### config.mk
export PLATFORM = sky130hd
export DESIGN_NAME = bsc_temp
export DESIGN_NICKNAME = d
export VERILOG_FILES = /design/src/hw/rtl/bsc_pkg.sv /design/src/hw/rtl/bsc_temp.sv
export SDC_FILE = /design/constraint.sdc
export NUM_CORES = 2
export LEC_CHECK = 0
export ABC_AREA = 1
export BUFFER_PORTS_ARGS = -buffer_cell sky130_fd_sc_hd__buf_2
export CORE_MARGIN = 2
export CORE_UTILIZATION = 45
export CTS_BUF_LIST = sky130_fd_sc_hd__clkbuf_16
export CTS_CLUSTER_DIAMETER = 100
export DETAILED_ROUTE_END_ITERATION = 10
export GPL_TIMING_DRIVEN = 0
export PLACE_DENSITY_LB_ADDON = 0.2
export RECOVER_POWER = 50
export SETUP_SLACK_MARGIN = 0.05
export SYNTH_ARGS = -nofsm -noshare
export SYNTH_HDL_FRONTEND = slang
export SYNTH_SLANG_ARGS = --single-unit
export TNS_END_PERCENT = 50
### constraint.sdc
create_clock -name clk -period 9.5 [get_ports clk]
set_clock_uncertainty 0.15 [all_clocks]
set_input_delay 0.475 -clock clk [delete_from_list [all_inputs] [get_ports clk]]
set_output_delay 0.475 -clock clk [all_outputs]
set_load 0.005 [all_outputs]
### src/hw/rtl/bsc_pkg.sv
// Shared types and constants for the barometric sensor compensation pipeline.
// No dependencies; every other file in hw/rtl imports this package.
package bsc_pkg;

  localparam int unsigned RawW     = 20;
  localparam int unsigned TcW      = 24;
  localparam int unsigned FineW    = 32;
  localparam int unsigned PressW   = 32;
  localparam int unsigned DivW     = 64;
  localparam int unsigned TrimW    = 48;
  localparam int unsigned CfgDataW = 64;
  localparam int unsigned CfgAddrW = 5;

  // Arithmetic constants of the compensation scheme
  localparam int OffsetT = 128000;
  localparam int PBase   = 1048576;
  localparam int PScale  = 3125;
  localparam int Round   = 128;
  localparam int Scale5  = 5;

  // Register indexes on the configuration port
  typedef enum logic [1:0] {
    REG_TEMP_TRIM    = 2'd0,
    REG_PRESS_TRIM_A = 2'd1,
    REG_PRESS_TRIM_B = 2'd2,
    REG_PRESS_TRIM_C = 2'd3
  } reg_idx_t;

  // Decoded calibration words
  typedef struct packed {
    logic        [15:0] t1;
    logic signed [15:0] t2;
    logic signed [15:0] t3;
    logic        [15:0] p1;
    logic signed [15:0] p2;
    logic signed [15:0] p3;
    logic signed [15:0] p4;
    logic signed [15:0] p5;
    logic signed [15:0] p6;
    logic signed [15:0] p7;
    logic signed [15:0] p8;
    logic signed [15:0] p9;
  } trim_t;

  // Temperature section result
  typedef struct packed {
    logic signed [FineW-1:0] fine;
    logic        [RawW-1:0]  raw_p;
  } temp_res_t;

  // Fields that ride alongside the pressure datapath
  typedef struct packed {
    logic signed [TcW-1:0]   tc;
    logic signed [FineW-1:0] fine;
    logic                    invalid;
  } side_t;

  // Dividend and divisor handed to the divider
  typedef struct packed {
    logic signed [DivW-1:0] num;
    logic signed [DivW-1:0] den;
    side_t                  side;
  } frac_t;

  // Divider result as magnitude and sign
  typedef struct packed {
    logic [DivW-1:0] qmag;
    logic            qneg;
    side_t           side;
  } quot_t;

  // Final result item
  typedef struct packed {
    logic signed [TcW-1:0]   tc;
    logic signed [FineW-1:0] fine;
    logic        [PressW-1:0] press;
    logic                    invalid;
  } result_t;

endpackage

### src/hw/rtl/bsc_temp.sv
// Temperature section: three stages producing the fine temperature (int32 wrap).
// Depends on bsc_pkg.
module bsc_temp import bsc_pkg::*; (
  input  logic            clk,
  input  logic            rst_n,
  input  logic            en,
  input  logic            in_valid,
  input  logic [RawW-1:0] raw_t,
  input  logic [RawW-1:0] raw_p,
  input  trim_t           trim,
  output logic            out_valid,
  output temp_res_t       res
);

  logic signed [17:0] d1, d2;
  logic signed [33:0] m1_full;
  logic signed [35:0] m2_full;
  logic signed [35:0] m3_full;

  logic               v1_r, v2_r, v3_r;
  logic signed [31:0] m1_r, m2_r, m3_r;
  logic signed [20:0] v1_r_val;
  logic [RawW-1:0]    rp1_r, rp2_r, rp3_r;
  logic signed [31:0] fine_r;

  // Stage one: differences against T1 and the two products
  assign d1      = 18'(raw_t >> 3) - 18'({trim.t1, 1'b0});
  assign d2      = 18'(raw_t >> 4) - 18'(trim.t1);
  assign m1_full = d1 * trim.t2;
  assign m2_full = d2 * d2;

  // Stage two: scaled square times T3
  assign m3_full = $signed(m2_r[31:12]) * trim.t3;

  // Valid bits travel with the data
  always_ff @(posedge clk) begin
    if (!rst_n) begin
      v1_r <= 1'b0;
      v2_r <= 1'b0;
      v3_r <= 1'b0;
    end else if (en) begin
      v1_r <= in_valid;
      v2_r <= v1_r;
      v3_r <= v2_r;
    end
  end

  // Payload registers
  always_ff @(posedge clk) begin
    if (en) begin
      m1_r     <= m1_full[31:0];
      m2_r     <= m2_full[31:0];
      rp1_r    <= raw_p;
      v1_r_val <= m1_r[31:11];
      m3_r     <= m3_full[31:0];
      rp2_r    <= rp1_r;
      fine_r   <= 32'(v1_r_val) + 32'($signed(m3_r[31:14]));
      rp3_r    <= rp2_r;
    end
  end

  assign out_valid = v3_r;
  assign res.fine  = fine_r;
  assign res.raw_p = rp3_r;

endmodule

=== Word level (Yosys, flattened, before mapping) ===
Cells that the tools add are included.

* Input port bits: 236
* Register bits: 212
* Output and inout bits: 53
* Word-level logic and storage cells: 17

* Multiply operators: 3
* $add $sub $neg: 3

{| class="wikitable"
|+ Operator list
! operator !! number
|-
| multiplier 17 x 17 -> 32 bit || 1
|-
| multiplier 18 x 16 -> 32 bit || 1
|-
| multiplier 20 x 16 -> 32 bit || 1
|-
| adder 21 x 18 -> 22 bit || 1
|-
| subtractor 17 x 17 -> 18 bit || 1
|-
| subtractor 16 x 16 -> 17 bit || 1
|}

=== Longest topological paths before layout ===
* Depth in word-level cells: 2
* Gate-level depth with buffers: 39
* Depth with buffers taken out: 38

=== Least setup slack after synthesis ===
Ideal clock, no wire load.

* Path kind: input-to-reg
* Start: in raw_t[4]
* End: reg m2_r[31] (data pin)
* Data required time: 9.098 ns
* Path buffers: 1
* Stages on the path: 31
* Arrival time: 6.603 ns
* Library setup time: 0.252 ns
* Path slack: 2.495 ns
* Cell sequence: inv_1 -> ha_1 -> fa_1 -> nand3b_1 -> nand2_1 -> nand2_1 -> nand2_1 -> nand2_1 -> nand2_1 -> buf_1 -> nor2_1 -> fa_1 -> inv_1 -> fa_1 -> fa_1 -> inv_1 -> fa_1 -> inv_1 -> fa_1 -> inv_1 -> fa_1 -> ha_1 -> inv_1 -> nor3_1 -> inv_1 -> nor3_1 -> nand2_1 -> nand3_1 -> inv_1 -> nand3_1 -> nand2_1

* Longest elaborated chain between the ends: 2

{| class="wikitable"
|+ RTL lines
! item !! line !! RTL
|-
| start: declaration || bsc_temp.sv:8 || <nowiki>input logic [RawW-1:0] raw_t,</nowiki>
|-
| subtractor 16 x 16 -> 17 bit || bsc_temp.sv:28 || <nowiki>assign d2 = 18'(raw_t >> 4) - 18'(trim.t1);</nowiki>
|-
| multiplier 17 x 17 -> 32 bit || bsc_temp.sv:30 || <nowiki>assign m2_full = d2 * d2;</nowiki>
|-
| named net m2_full[31] || bsc_temp.sv:17 || <nowiki>logic signed [35:0] m2_full;</nowiki>
|-
| end signal: assignment || bsc_temp.sv:52 || <nowiki>m2_r <= m2_full[31:0];</nowiki>
|-
| end: declaration || bsc_temp.sv:21 || <nowiki>logic signed [31:0] m1_r, m2_r, m3_r;</nowiki>
|}

The timed path passes the listed nets, and every way through them passes these cells.
A chain may end at the register's enable or synchronous reset.

=== Worst setup path in the final report ===
Same ends and word-level chain as after synthesis.

==> results.py <==
metrics = {
    "floorplan": {
        "fp.dieH_um": 296.2,
        "num_rows": 107,
        "die_area_um2": 87710,
        "fp.dieW_um": 296.2,
        "ios": 289,
        "core_area_um2": 84880,
        "initial_utilization_pct": 45.25,
    },
    "worst_setup_path": {
        "worst_r2r_path_depth": 23,
        "critPathCapture": "m2_r[31]",
        "critPathRequiredTime_ps": 9510,
        "start_kind": "input pin",
        "cpPeakStageDelay_ps": 670,
        "crit_path_max_fanout": 9,
        "crit_arrival_ps": 8050,
        "critPathMostFrequentCell": "inv_1",
        "reg2reg_from": "m2_r[31]",
        "crit_family": "adder cells",
        "cp.depth": 27,
        "endpoint_kind": "flip-flop",
        "startpoint": "raw_t[4]",
        "crit_type": "in -> reg",
        "crit_buf_inv": 10,
        "crit_path_top_delay_cell": "xnor2_1",
        "r2r_end": "m3_r[31]",
        "rrSetupSlack_ps": 2750,
    },
    "synth": {
        "synth_seq_cells": 165,
        "synth_cell_type_count": 46,
        "async_flop_share_pct": 0,
        "post_synth_instance_area_um2": 38410,
        "syn_nets": 5834,
        "synth_top_area_share_pct": 42.53,
        "synth-edff-count": 162,
        "ys_warn_count": 0,
        "synthTopCellsByArea": "fa_1, inv_1, edfxtp_1, ha_1, nand2_1",
        "synth_ff_type": "edfxtp_1",
        "synth_cells": 4505,
        "postSynthAreaPerCell_um2": 8.526,
        "yosysTopAreaCell": "fa_1",
        "seq_area_frac_synth_pct": 12.82,
    },
    "cts": {
        "cts_buffers": 17,
        "cts-root-buf": "clkbuf_16",
        "cts_buffer_depth": 2,
        "clock_latency_ps": 460,
        "hold_buffers": 0,
        "cts.repair.resized": 0,
        "post_cts_buffers": 0,
        "cts.sinks": 165,
        "ctsHtreeMaxLevel": 4,
        "cts_tree": "yes",
        "clkTransAtPathRegs_ps": 90,
    },
    "grt": {
        "grt_pass1_wl_mm": 164.8,
        "grt.busiest_layer": "met2",
        "grtUsageMet1_pct": 33.07,
        "gr-total-overflow": 0,
        "grt_max_degree": 101,
        "first_global_vias": 30544,
        "grtUsageMet3_pct": 3.020,
        "met2_usage_pct": 41.94,
        "grt.total_usage_pct": 24.52,
        "antenna_found_initial": 1,
    },
    "sta": {
        "final-hold-violation-count": 0,
        "tightest_slew_ps": 5255,
        "slew_headroom_pct": -250.3,
        "period_needed_ps": 8041,
        "fin_crit_sh_pct": 84.64,
        "whs_ps": 39.68,
        "rsz0062_at_grt": "false",
        "final-setup-viol-count": 0,
        "setup_tns_ps": 0,
        "slew_violations": 169,
        "max_freq_mhz": 124.4,
    },
    "placed_design": {
        "io_buffer_count": 129,
        "dp_hpwl_mm": 87.20,
        "place_congestion": 0.9350,
    },
    "layout": {
        "final_cell_mix": "inv_1, nand2_1, fa_1",
        "layout-drive-gt1-share_pct": 5.335,
        "nNetsFinal": 5983,
        "fillers": 8467,
        "final_common_cell": "inv_1",
        "area_growth_pct": 7.081,
    },
    "routing": {
        "wire_per_inst_um": 17.55,
        "viasPerCell": 4.989,
        "route.detailed.drc": 0,
        "drt-initial-drc-count": 2045,
        "routed_wl_mm": 102.0,
        "dr.pass1.iters": 6,
        "ant_nets": 0,
        "via_count": 28994,
    },
    "status": {
        "violations": "capacitance limit, slew limit",
        "status": "finished, violations left",
    },
    "min_path": {
        "hold_class": "in -> reg",
    },
    "run": {
        "cap_viol_max_count": 2,
    },
}
## worst register-to-register path: cells and delay by family (launching register included)
| family | cells | cell delay, ps |
|---|---|---|
| flip-flops | 1 | 540 |
| AND/OR/NAND/NOR | 9 | 1140 |
| adder cells (fa/ha/maj) | 7 | 3410 |
| buffers and inverters | 7 | 1210 |
## layer usage
layer / part of all wire [%] / routed length (um) / vias to the layer above
li1: - / - / 13345
met1: 42 / 42870 / 14592
met2: 49 / 49880 / 901
met3: 6.4 / 6563 / 156
met4: 2.6 / 2691 / 0
met5: 0 / 0 / -
## sequential cells by signal, indices dropped and copies added (netlist names), 18 cells and up
name / cells
fine_r: 22
m1_r: 21
v1_r_val: 21
m2_r: 20
rp1_r: 20
rp2_r: 20
rp3_r: 20
m3_r: 18
## cells by family (layout without fill, tap and decap cells)
family | count (synthesis) | count (layout) | share of synthesized area [%]
AO/OA/AOI/OAI | 275 | 275 | 4.020
XOR/XNOR | 106 | 106 | 2.437
adder cells (fa/ha/maj) | 1093 | 1093 | 51.55
buffers and inverters | 1446 | 1608 | 14.46
flip-flops | 165 | 165 | 12.82
other | 0 | 1 | 0
AND/OR/NAND/NOR | 1420 | 1420 | 14.71
## cell usage after synthesis (7+ instances only)
cell type,number
a21o_1,15
a21oi_1,127
a31oi_1,18
buf_1,10
buf_2,23
buf_4,12
clkbuf_1,77
edfxtp_1,162
fa_1,816
ha_1,277
inv_1,1304
inv_2,8
nand2_1,916
nand3_1,68
nand3b_1,7
nand4_1,18
nor2_1,343
nor3_1,16
nor4_1,9
o21ai_0,71
o21bai_1,11
or2_2,20
xnor2_1,27
xor2_1,78
## worst min path at each step
stage                     startpoint         to  slack [ps]  depth (start not counted)
after floorplan             rp1_r[0]   rp2_r[0]         250                          0
after global placement      rp2_r[9]   rp3_r[9]         250                          0
after detailed placement   rp1_r[14]  rp2_r[14]         250                          0
after CTS                  raw_p[19]  rp1_r[19]          20                          1
after global routing       raw_p[19]  rp1_r[19]           7                          1
final                      raw_p[19]  rp1_r[19]          40                          1
## per-stage QoR
| step | setup slack (ps) | util (%) | instance area, um^2 | instances |
|---|---|---|---|---|
| 2_1_floorplan | 2495 | - | 38410 | 4505 |
| 3_3_place_gp | 1040 | 47.70 | 40490 | 5778 |
| 3_5_place_dp | 1015 | 47.74 | 40520 | 5779 |
| 4_1_cts | 1493 | 48.49 | 41160 | 5811 |
| 5_1_grt | 871.6 | 48.46 | 41130 | 5812 |
| 6_report | 1459 | 48.46 | 41130 | 5812 |
## layout make-up
class	instances	area, um^2	share of cell area, %
antenna	1	2.502	0.006084
buffer	128	599.3	1.457
clock buffer	17	425.4	1.034
clock inverter	15	212.7	0.5171
inverter	1318	4955	12.05
multi-input combinational	2894	27930	67.91
sequential	165	4925	11.97
tap	1144	1431	3.480
timing repair buffer	130	648.1	1.576
Power is left out: the tool's default activity adds up to more than one toggle a clock period on the data nets, which glitch-free logic cannot reach.
